`config.mk`:
```
export PLATFORM = sky130hd
export DESIGN_NAME = ascii_to_integer_parser
export DESIGN_NICKNAME = d
export VERILOG_FILES = /design/src/design/asc_pkg.sv /design/src/design/ascii_to_integer_parser.sv /design/src/design/asc_cfg.sv /design/src/design/asc_step.sv
export SDC_FILE = /design/constraint.sdc
export NUM_CORES = 1
export LEC_CHECK = 0
export ABC_AREA = 1
export BUFFER_PORTS_ARGS = -buffer_cell sky130_fd_sc_hd__buf_2
export CAP_MARGIN = 10
export CORE_ASPECT_RATIO = 0.9
export CORE_UTILIZATION = 60
export DETAILED_ROUTE_END_ITERATION = 7
export GPL_ROUTABILITY_DRIVEN = 0
export HOLD_SLACK_MARGIN = 0.05
export PLACE_DENSITY = 0.79
export SKIP_CTS_REPAIR_TIMING = 1
export SLEW_MARGIN = 0
export SYNTH_ARGS = -nofsm -noshare
export SYNTH_HDL_FRONTEND = slang
export SYNTH_HIERARCHICAL = 1
export SYNTH_SLANG_ARGS = --single-unit
```
`constraint.sdc`:
```
create_clock -name i_clk -period 21.4 [get_ports i_clk]
set_clock_uncertainty 0.15 [all_clocks]
set_input_delay 4.28 -clock i_clk [delete_from_list [all_inputs] [get_ports i_clk]]
set_output_delay 4.28 -clock i_clk [all_outputs]
set_load 0.1 [all_outputs]
```
`src/design/asc_pkg.sv`:
```
// asc_pkg: shared types, constants and helpers for the ascii to integer parser
// no dependencies
package asc_pkg;

    localparam int COUNT_WIDTH = 16;
    localparam int ACC_WIDTH   = 64;
    localparam int BASE_WIDTH  = 6;
    localparam int CONS_WIDTH  = 16;

    // parse phases
    localparam logic [1:0] PH_WS    = 2'd0;
    localparam logic [1:0] PH_SIGN  = 2'd1;
    localparam logic [1:0] PH_ZERO  = 2'd2;
    localparam logic [1:0] PH_DIGIT = 2'd3;

    // register indexes
    localparam logic REG_RADIX = 1'b0;
    localparam logic [BASE_WIDTH-1:0] RADIX_RESET = 6'd10;

    localparam logic [7:0] CH_SPACE = 8'h20;
    localparam logic [7:0] CH_TAB   = 8'h09;
    localparam logic [7:0] CH_PLUS  = 8'h2B;
    localparam logic [7:0] CH_MINUS = 8'h2D;
    localparam logic [7:0] CH_X     = 8'h78;
    localparam logic [7:0] CH_0     = 8'h30;
    localparam logic [7:0] CH_9     = 8'h39;
    localparam logic [7:0] CH_LA    = 8'h61;
    localparam logic [7:0] CH_LZ    = 8'h7A;
    localparam logic [7:0] CH_UA    = 8'h41;
    localparam logic [7:0] CH_UZ    = 8'h5A;
    localparam logic [BASE_WIDTH-1:0] BASE_16 = 6'd16;
    localparam logic [BASE_WIDTH-1:0] BASE_10 = 6'd10;
    localparam logic [BASE_WIDTH-1:0] BASE_8  = 6'd8;

    typedef struct packed {
        logic [1:0]             phase;
        logic                   negative;
        logic [ACC_WIDTH-1:0]   acc;
        logic [BASE_WIDTH-1:0]  base;
        logic [COUNT_WIDTH-1:0] cnt;
    } t_state;

    typedef struct packed {
        logic                  emit;
        logic [ACC_WIDTH-1:0]  value;
        logic [CONS_WIDTH-1:0] consumed;
        logic [7:0]            terminator;
    } t_result;

    typedef struct packed {
        logic                  ok;
        logic [BASE_WIDTH-1:0] val;
    } t_digit;

    function automatic t_digit digit_of(logic [7:0] c);
        t_digit d;
        logic [7:0] off;
        d   = '0;
        off = '0;
        if (c >= CH_0 && c <= CH_9) begin
            off = c - CH_0;
            d.ok = 1'b1;
        end else if (c >= CH_LA && c <= CH_LZ) begin
            off = c - CH_LA + 8'd10;
            d.ok = 1'b1;
        end else if (c >= CH_UA && c <= CH_UZ) begin
            off = c - CH_UA + 8'd10;
            d.ok = 1'b1;
        end
        d.val = off[BASE_WIDTH-1:0];
        return d;
    endfunction

    function automatic logic [CONS_WIDTH-1:0] to_consumed(logic [COUNT_WIDTH-1:0] c);
        logic [COUNT_WIDTH+CONS_WIDTH-1:0] wide;
        logic [COUNT_WIDTH+CONS_WIDTH-1:0] lim;
        wide = {{CONS_WIDTH{1'b0}}, c};
        lim  = {{COUNT_WIDTH{1'b0}}, {CONS_WIDTH{1'b1}}};
        if (wide > lim) begin
            return {CONS_WIDTH{1'b1}};
        end
        return wide[CONS_WIDTH-1:0];
    endfunction

endpackage

```
`src/design/ascii_to_integer_parser.sv`:
```
// ascii_to_integer_parser: streaming token parser, one character per beat
// result path: an accepted terminator is held in r_ch, then its result is registered in r_res
// throughput: one character per cycle unless a stalled result blocks the input; the multiply-add step is combinational
// reset: synchronous, radix returns to 10 and the parser to the whitespace phase
// depends on asc_pkg, asc_cfg, asc_step
module ascii_to_integer_parser (
    input  logic                i_clk,
    input  logic                i_rst_n,
    input  logic                i_in_valid,
    output logic                o_in_stall,
    input  logic [7:0]          i_ch,
    output logic                o_out_valid,
    input  logic                i_out_stall,
    output logic signed [63:0]  o_value,
    output logic [15:0]         o_consumed,
    output logic [7:0]          o_terminator,
    input  logic                psel,
    input  logic                penable,
    input  logic                pwrite,
    input  logic [2:0]          paddr,
    input  logic [31:0]         pwdata,
    output logic [31:0]         prdata,
    output logic                pready
);
    import asc_pkg::*;

    logic [BASE_WIDTH-1:0] radix;
    logic                  r_in_valid;
    logic [7:0]            r_ch;
    t_state                r_state;
    t_state                n_state;
    t_result               step_res;
    logic                  r_out_valid;
    t_result               r_res;
    logic                  blocked;
    logic                  advance;
    logic                  in_acc;

    asc_cfg u_cfg (
        .i_clk   (i_clk),
        .i_rst_n (i_rst_n),
        .psel    (psel),
        .penable (penable),
        .pwrite  (pwrite),
        .paddr   (paddr),
        .pwdata  (pwdata),
        .prdata  (prdata),
        .pready  (pready),
        .o_radix (radix)
    );

    asc_step u_step (
        .i_state  (r_state),
        .i_radix  (radix),
        .i_ch     (r_ch),
        .o_state  (n_state),
        .o_result (step_res)
    );

    assign blocked    = r_out_valid && i_out_stall;
    assign advance    = r_in_valid && !blocked;
    assign o_in_stall = r_in_valid && blocked;
    assign in_acc     = i_in_valid && !o_in_stall;

    always_ff @(posedge i_clk) begin
        if (!i_rst_n) begin
            r_in_valid    <= 1'b0;
            r_out_valid   <= 1'b0;
            r_state       <= '0;
        end else begin
            if (in_acc) begin
                r_in_valid <= 1'b1;
            end else if (advance) begin
                r_in_valid <= 1'b0;
            end
            if (advance) begin
                r_state <= n_state;
            end
            if (advance && step_res.emit) begin
                r_out_valid <= 1'b1;
            end else if (r_out_valid && !i_out_stall) begin
                r_out_valid <= 1'b0;
            end
        end
    end

    // payload
    always_ff @(posedge i_clk) begin
        if (in_acc) begin
            r_ch <= i_ch;
        end
        if (advance && step_res.emit) begin
            r_res <= step_res;
        end
    end

    assign o_out_valid  = r_out_valid;
    assign o_value      = r_res.value;
    assign o_consumed   = r_res.consumed;
    assign o_terminator = r_res.terminator;

    a_emit_restarts: assert property (@(posedge i_clk) disable iff (!i_rst_n)
        advance && step_res.emit |=> r_state.phase == PH_WS && r_state.cnt == '0)
        else $error("parser did not return to start after a result");

    a_held_char: assert property (@(posedge i_clk) disable iff (!i_rst_n)
        r_in_valid && blocked |=> r_in_valid && $stable(r_ch))
        else $error("pending character lost while output blocked");

    a_digit_base: assert property (@(posedge i_clk) disable iff (!i_rst_n)
        r_state.phase == PH_DIGIT |-> r_state.base != '0)
        else $error("digit phase with no base");

    a_ws_clean: assert property (@(posedge i_clk) disable iff (!i_rst_n)
        r_state.phase == PH_WS |-> r_state.acc == '0 && r_state.base == '0)
        else $error("whitespace phase with stale accumulator");

    a_no_overwrite: assert property (@(posedge i_clk) disable iff (!i_rst_n)
        blocked |=> r_out_valid && $stable(r_res))
        else $error("result overwritten while stalled");

endmodule

```
`src/design/asc_cfg.sv`:
```
// asc_cfg: apb register file holding the radix register
// depends on asc_pkg
module asc_cfg (
    input  logic                            i_clk,
    input  logic                            i_rst_n,
    input  logic                            psel,
    input  logic                            penable,
    input  logic                            pwrite,
    input  logic [2:0]                      paddr,
    input  logic [31:0]                     pwdata,
    output logic [31:0]                     prdata,
    output logic                            pready,
    output logic [asc_pkg::BASE_WIDTH-1:0]  o_radix
);
    import asc_pkg::*;

    logic [BASE_WIDTH-1:0] r_radix;
    logic                  wr_en;

    assign pready = 1'b1;
    assign wr_en  = psel && penable && pwrite && (paddr[2] == REG_RADIX);

    always_ff @(posedge i_clk) begin
        if (!i_rst_n) begin
            r_radix <= RADIX_RESET;
        end else if (wr_en) begin
            r_radix <= pwdata[BASE_WIDTH-1:0];
        end
    end

    always_comb begin
        prdata = '0;
        if (paddr[2] == REG_RADIX) begin
            prdata = {{(32-BASE_WIDTH){1'b0}}, r_radix};
        end
    end

    assign o_radix = r_radix;

endmodule

```
`src/design/asc_step.sv`:
```
// asc_step: next-state and result logic for one character
// depends on asc_pkg
module asc_step (
    input  asc_pkg::t_state                 i_state,
    input  logic [asc_pkg::BASE_WIDTH-1:0]  i_radix,
    input  logic [7:0]                      i_ch,
    output asc_pkg::t_state                 o_state,
    output asc_pkg::t_result                o_result
);
    import asc_pkg::*;

    t_state  s;
    t_result r;
    t_digit  d;
    logic    done;
    logic    take;

    always_comb begin
        s    = i_state;
        r    = '0;
        done = 1'b0;
        take = 1'b0;
        d    = digit_of(i_ch);

        if (s.phase == PH_WS) begin
            if (i_ch == CH_SPACE || i_ch == CH_TAB) begin
                take = 1'b1;
                done = 1'b1;
            end else begin
                s.phase = PH_SIGN;
                if (i_ch == CH_PLUS || i_ch == CH_MINUS) begin
                    s.negative = (i_ch == CH_MINUS);
                    take = 1'b1;
                    done = 1'b1;
                end
            end
        end

        if (!done) begin
            if (s.phase == PH_SIGN) begin
                if (i_ch == CH_0 && (i_radix == '0 || i_radix == BASE_16)) begin
                    s.base  = i_radix;
                    s.phase = PH_ZERO;
                    take = 1'b1;
                    done = 1'b1;
                end else begin
                    s.base  = (i_radix == '0) ? BASE_10 : i_radix;
                    s.phase = PH_DIGIT;
                end
            end else if (s.phase == PH_ZERO) begin
                s.phase = PH_DIGIT;
                if (i_ch == CH_X) begin
                    s.base = BASE_16;
                    take = 1'b1;
                    done = 1'b1;
                end else begin
                    s.base = (s.base == '0) ? BASE_8 : BASE_16;
                    s.acc  = '0;
                end
            end
        end

        if (!done) begin
            if (d.ok && d.val < s.base) begin
                s.acc = s.acc * {{(ACC_WIDTH-BASE_WIDTH){1'b0}}, s.base}
                      + {{(ACC_WIDTH-BASE_WIDTH){1'b0}}, d.val};
                take = 1'b1;
            end else begin
                r.emit       = 1'b1;
                r.value      = s.negative ? ('0 - s.acc) : s.acc;
                r.consumed   = to_consumed(s.cnt);
                r.terminator = i_ch;
                s            = '0;
                s.phase      = PH_WS;
            end
        end

        // saturating character count
        if (take && s.cnt != {COUNT_WIDTH{1'b1}}) begin
            s.cnt = s.cnt + 1'b1;
        end

        o_state  = s;
        o_result = r;
    end

endmodule

```
* After elaboration in Yosys (flattened, before gate mapping)
Cells that the tools add are included.
** Storage, ports and cells
- Logic and storage cells :: 111
- Bits of input ports :: 50
- Output and inout port bits :: 123
- Register bits after elaboration :: 193
** Operators by class
- Multiply operators :: 1
- Magnitude comparators :: 7
- $add $sub $neg :: 8
- Bitwise operators :: 1
- Equal/unequal tests :: 10
- Reduce and logical (&&, ||, !) cells :: 27
- Muxes and demuxes :: 45
** Operators by type and width (count)
- $mux 89 :: 3
- $mux 64 :: 4
- $mux 70 :: 2
- $add 64x6->64 :: 1
- $mul 64x6->64 :: 1
- $sub 1x64->64 const A :: 1
- $mux 6 :: 8
- $eq 8x6->1 const B :: 4
- $mux 22 :: 1
- $mux 1 :: 19
- $add 16x1->16 const B :: 1
- $ge 8x7->1 const B :: 2
- $le 8x7->1 const B :: 2
- $mux 16 :: 1
- $ne 16x16->1 const B :: 1
- $logic_and 1x1->1 :: 15
- $add 6x4->6 const B :: 2
- $logic_not 6->1 :: 2
- $sub 6x6->6 const B :: 2
- $mux 3 :: 3
- $eq 8x4->1 const B :: 1
- $eq 8x7->1 const B :: 1
- $ge 8x6->1 const B :: 1
- $le 8x6->1 const B :: 1
- 13 further kinds :: 20

* Logic depth before layout (Yosys ltp)
Gate-level depths: netlist (run 1).
- Depth after elaboration :: 16
- Depth in mapped cells :: 44
- Mapped depth without buffers :: 43

* By module
Netlist (run 1), hierarchy kept.
** By module, submodules not included
- asc_step :: cells an instance 2454, area each 16343.2 um^2, seq. area each 0.0 um^2, times used 1
- ascii_to_integer_parser :: cells an instance 695, area each 6951.7 um^2, seq. area each 4704.5 um^2, times used 1
- asc_cfg :: cells an instance 82, area each 556.8 um^2, seq. area each 120.1 um^2, times used 1

* Least setup slack after synthesis (run 1)
OpenSTA, ideal clock, no wires.
- Path type :: input to output
- Start point :: input port paddr[2]
- End point :: output port prdata[0]
- Path buffers :: 1
- Cell stages on the path :: 2
- Data required time :: 16.970 ns
- Arrival time :: 5.665 ns
- Setup slack :: 11.305 ns
- Cells stage by stage :: buf_6 > nor2_1
** On the way
- Longest elaborated chain between the ends :: 1
** Ends and longest elaborated chain
- start, declared :: line ascii_to_integer_parser.sv:20 : input logic [2:0] paddr,
- $mux 6 :: line asc_cfg.sv:33 : if (paddr[2] == REG_RADIX) begin
- end, declared :: line ascii_to_integer_parser.sv:22 : output logic [31:0] prdata,
Every way passes these cells.

* Worst setup path in the final report (run 1)
- Start point :: input port paddr[2]
- End point :: output port prdata[5]
Same word-level chain as after synthesis.

==> results of run 1 <==
==> registers in the layout (all words and copies together), names as in the netlist <==
signal and cells:
o_consumed 16, r_state 89, r_ch 8, o_value 64
o_terminator 8, u_cfg/o_radix 6, r_in_valid 1, o_out_valid 1
==> cells by family (layout without fill, tap and decap cells) <==
family,Yosys count,in the layout,synth area share
xor gates and xnor gates,88,88,0.0323
AOI/OAI and AO/OA,481,481,0.112
and+or+nand+nor,1522,1522,0.275
other,2,27,0.000315
DFF,193,193,0.202
adders and majority gates,383,383,0.276
buffers and inverters,562,565,0.102
==> layer usage <==
layer	global-route usage	vias up
met4	0.140	0
met2	0.541	1340
li1	-	10338
met5	0	-
met1	0.457	10571
met3	0.0708	230
==> worst paths after layout <==
path         slack (ns)          end  cells past startpoint         from
max               11.90    prdata[5]                      3     paddr[2]
min                0.33  r_state[80]                      2  r_state[80]
max reg2reg       12.57  r_state[84]                     41      r_ch[0]
min reg2reg        0.33  r_state[80]                      2  r_state[80]
==> power by group through the flow <==
| stage | clock (mW) | combinational, mW | sequential (mW) |
|---|---|---|---|
| 5_1_grt | 0.355 | 0.664 | 0.442 |
| 4_1_cts | 0.342 | 0.599 | 0.439 |
| 3_5_place_dp | 0 | 0.595 | 0.447 |
| 2_1_floorplan | 0 | 0.391 | 0.533 |
| 6_report | 0.337 | 0.609 | 0.440 |
| 3_3_place_gp | 0 | 0.580 | 0.447 |
==> metrics by stage <==
step	area, µm²	util	setup slack (ns)
finish	25000	0.645	11.90
CTS	25000	0.645	11.91
detailed placement	24400	0.629	11.91
global placement	24400	0.629	11.94
floorplan	23900	-	11.30
global route	25000	0.645	11.86
==> cell usage in the layout (no fill, tap or decap), types with 34 or more instances in the layout <==
cell type / Yosys / layout
a21oi_1: 234 / 234
buf_2: 29 / 116
dfxtp_1: 97 / 96
edfxtp_1: 96 / 96
fa_1: 240 / 240
ha_1: 143 / 143
inv_1: 363 / 358
nand2_1: 481 / 481
nand2_2: 35 / 34
nand3_1: 181 / 181
nor2_1: 717 / 716
o21ai_0: 103 / 103
o22ai_1: 51 / 51
xor2_1: 61 / 61
==> layout make-up <==
type,count,share of cell area
multi-input combinational,2501,0.668
clock buffer,18,0.0172
inverter,401,0.0602
sequential,193,0.193
timing repair buffer,132,0.0280
clock inverter,14,0.00680
tap,525,0.0263
==> worst register-to-register path, delay by kind of cell, from the launching register on <==
family / cells / cell delay, ns
buf+inv: 12 / 1.64
fa+ha+maj: 6 / 2.74
compound gates: 8 / 2.12
simple gates: 15 / 1.60
flops: 1 / 0.47
==> impl_metrics.csv, run 1 <==
group,metric,value,unit
final_layout,nets,3679,
power,finalPower,1.39,mW
power,power_density,55.4,mW/mm²
power,clockPowerShare,0.243,
cts,htree_levels,4,
worst_setup_path,critPathTopFamily,"buffers and inverters",
worst_setup_path,arrival,5.07,ns
synth,synth_flop_cell,"dfxtp_1",
worst_setup_path,cp_num_buf_inv,2,
timing,finalSetupTns,0,ns
synth,yosysWarnings,6,
cts,path_clk_slew,0.07,ns
floorplan,dieArea,0.0406,mm²
placement,io_buffers,117,
power,vdd_drop_max,63.0,µV
timing,maxSlewHeadroom,0.250,
power,leakagePower,12.2,nW
placement,dp_hpwl,49600,µm
worst_setup_path,worst_path_largest_cell_delay,0.45,ns
power,p_sw,625,µW
synth,yosysMostFrequentCell,"nor2_1",
timing,fin_hold_ws,0.335,ns
synth,netlist-cell-type-count,63,
floorplan,die_h,191,µm
routing,wl_per_cell,17.9,µm
final_layout,multi_input_area,0.0167,mm²
floorplan,start_util,0.615,
floorplan,row_count,68,
worst_setup_path,critPathCaptureType,"output port",
final_layout,syn2layout_area_growth,4.85,%
routing,drtPass1Iterations,6,
final_layout,stdcell_count,3784,
worst_setup_path,crit_chain,"buf_2 -> nor2_1 -> buf_2",
synth,synthTopCellsByCount,"nor2_1, nand2_1, inv_1",
flow_run,drv_cap,0,
power,p_seq_frac,0.317,
synth,syn_avg_cell_area,7.38,µm²
final_layout,fill_cells,3402,
synth,synth_edf_count,96,
final_layout,diodes,0,
floorplan,io_pins,173,
timing,finalCritPeriodShare,0.444,
synth,yosys.area.top_type,"fa_1",
cts,clock_sinks,193,
routing,route.met2.wl,30300,µm
routing,vias_per_cell,5.94,
routing,routed_wl,67600,µm
routing,met3_length,7350,µm
synth,ys_ff_latch,193,
floorplan,die_w,212,µm
cts,root_buffer,"clkbuf_16",
placement,numPlacedInstances,3752,
timing,drv_slew,0,
floorplan,coreArea,0.0388,mm²
timing,rsz0062_at_grt,"no",
timing,setup_viol,0,
global_routing,grt-ovfl-total,0,
power,combPwrFrac,0.440,
synth,mappedNetlistArea,0.0239,mm²
worst_setup_path,worstPathRequired,16.97,ns
synth,synthCells,3231,
power,swShare,0.451,
global_routing,grt_pass1_vias,21355,
cts,cts_buffer_depth,2,
power,intPower,761,µW
cts,cts_made_buffers,17,
timing,clock.fmax,105,MHz
routing,num_vias,22479,
final_layout,drive_above_1_share,0.0896,
routing,top_layer_used,"met4",
timing,worstMarginPinSlew,1.12,ns
cts,cts_tree,"built",
cts,clock_latency,0.48,ns
synth,synth.area.top_cells,"fa_1, edfxtp_1, nor2_1",
global_routing,grt_max_degree,181,
global_routing,grt_pass1_wl,109000,µm
final_layout,register_area,0.00483,mm²
global_routing,antenna_found_initial,0,
worst_setup_path,cpMaxStageDelayCell,"buf_2",
timing,period_needed,9.50,ns
synth,async_flop_share,0,
synth,synth_top_area_share,0.201,
worst_setup_path,crit_type,"in -> out",
global_routing,grt.total_usage,0.342,
min_path,min_path_type,"reg -> reg",
worst_setup_path,worstPathMaxFanout,8,
routing,drc_errors,0,
timing,hold_viol_final,0,
outcome,status,"finished, final reports clean",
routing,drtIter0Drc,2866,
routing,postRouteAntennaNets,0,
worst_setup_path,critPathLaunchType,"primary input",
routing,met1_length,27300,µm
synth,yosysSeqAreaShare,0.202,
worst_setup_path,cp_common_cell,"buf_2",
Power figures use the tool's default switching activity.
==> run 2: changes to the inputs <==
- clock period: 21.4 -> 9 ns (I/O delays scaled with it)
==> run 2 against run 1 <==
Against the previous run: sequential cell count unchanged; critical path depth rose by 33; worst setup slack worse by 11 ns.
==> impl_metrics.csv, run 2 (same netlist as run 1, synthesis figures left out) <==
group,metric,value,unit
power,combPwrFrac,0.443,
power,finalPower,3.30,mW
routing,wl_per_cell,18.2,µm
floorplan,die_w,212,µm
floorplan,io_pins,173,
final_layout,diodes,0,
floorplan,die_h,191,µm
timing,finalCritPeriodShare,0.928,
cts,clock_latency,0.48,ns
worst_setup_path,worst_path_largest_cell_delay,0.80,ns
worst_setup_path,critPathLaunchType,"flip-flop",
power,leakagePower,12.2,nW
power,power_density,132,mW/mm²
worst_setup_path,cpMaxStageDelayCell,"inv_2",
timing,setup_viol,0,
power,clockPowerShare,0.240,
routing,num_vias,22722,
worst_setup_path,arrival,8.62,ns
worst_setup_path,worstPathRequired,9.26,ns
global_routing,grt_max_degree,181,
timing,clock.fmax,120,MHz
floorplan,dieArea,0.0406,mm²
cts,cts_buffer_depth,2,
outcome,status,"finished, final reports clean",
timing,maxSlewHeadroom,0.235,
routing,routed_wl,69000,µm
floorplan,row_count,68,
worst_setup_path,cp_common_cell,"nand2_1",
global_routing,grt.total_usage,0.346,
timing,finalSetupTns,0,ns
power,intPower,1.81,mW
routing,postRouteAntennaNets,0,
min_path,min_path_type,"reg -> reg",
final_layout,drive_above_1_share,0.0912,
final_layout,multi_input_area,0.0167,mm²
timing,worstMarginPinSlew,1.14,ns
final_layout,fill_cells,3412,
final_layout,final_common_cell,"nor2_1",
cts,cts_made_buffers,17,
power,p_seq_frac,0.317,
final_layout,final_cell_mix,"nor2_1, nand2_1, inv_1, fa_1, a21oi_1",
placement,dp_hpwl,51500,µm
final_layout,finish.utilization,0.646,
global_routing,antenna_found_initial,0,
power,vdd_drop_max,146,µV
worst_setup_path,crit_type,"reg -> reg",
timing,drv_slew,0,
worst_setup_path,critPathCaptureType,"flip-flop",
timing,hold_viol_final,0,
cts,htree_levels,4,
floorplan,start_util,0.615,
routing,vias_per_cell,5.99,
flow_run,drv_cap,0,
global_routing,grt_pass1_wl,110000,µm
power,swShare,0.452,
routing,drtIter0Drc,2718,
timing,period_needed,8.35,ns
final_layout,register_area,0.00483,mm²
cts,root_buffer,"clkbuf_16",
timing,rsz0062_at_grt,"no",
global_routing,grt-ovfl-total,0,
cts,path_clk_slew,0.07,ns
cts,clock_sinks,193,
cts,cts_tree,"built",
power,p_sw,1.49,mW
final_layout,nets,3687,
final_layout,largest_register_ffs,89,
floorplan,coreArea,0.0388,mm²
global_routing,grt_pass1_vias,21700,
worst_setup_path,worstPathMaxFanout,41,
placement,io_buffers,117,
final_layout,syn2layout_area_growth,5.09,%
routing,drtPass1Iterations,6,
final_layout,largest-register,"r_state",
routing,drc_errors,0,
-- run 2: final timing paths --
path / from / endpoint / slack (ns) / cells after the start
setup reg to reg: r_ch[0] / r_state[85] / 0.65 / 36
hold / removal: r_state[78] / r_state[78] / 0.33 / 2
hold reg to reg: r_state[78] / r_state[78] / 0.33 / 2
setup / recovery: r_ch[0] / r_state[85] / 0.65 / 36
-- run 2: final cells by class --
class | instances | share of cell area
Inverter | 401 | 0.0601
Tap cell | 525 | 0.0262
Timing Repair Buffer | 140 | 0.0308
Clock inverter | 13 | 0.00599
Sequential cell | 193 | 0.193
Multi-Input combinational cell | 2501 | 0.667
Clock buffer | 19 | 0.0173
-- run 2: layer usage --
layer  part of all wire  track usage  up-vias  wire length (µm)
met2               0.44        0.546     1409             30500
met3               0.11       0.0789      217              7920
li1                   -            -    10347                 -
met4              0.044        0.160        0              3040
met1               0.40        0.451    10749             27600
met5                  0            0        -                 0
-- run 2: power by group through the flow --
stage                     logic [mW]  registers (mW)  clock network, mW
final                           1.46            1.05              0.792
after global routing            1.59            1.06              0.831
after CTS                       1.44            1.05              0.798
after detailed placement        1.42            1.07                  0
after global placement          1.39            1.07                  0
after floorplan                0.931            1.27                  0
-- run 2: per-stage QoR --
stage	std cells	hold slack (ns)	area (µm²)	setup slack, ns
2_1_floorplan	3256	0.302	23900	1.29
3_3_place_gp	3760	0.310	24500	1.10
3_5_place_dp	3760	0.319	24500	0.964
4_1_cts	3792	0.336	25100	0.908
5_1_grt	3792	0.357	25100	0.157
6_report	3792	0.334	25100	0.645
-- run 2: critical path: cells and delay by family (launching register included) --
| kind | cells | cell delay, ns |
|---|---|---|
| fa+ha+maj | 6 | 2.61 |
| flops | 1 | 0.48 |
| buf+inv | 5 | 1.21 |
| simple gates | 21 | 2.85 |
| compound gates | 4 | 1.01 |
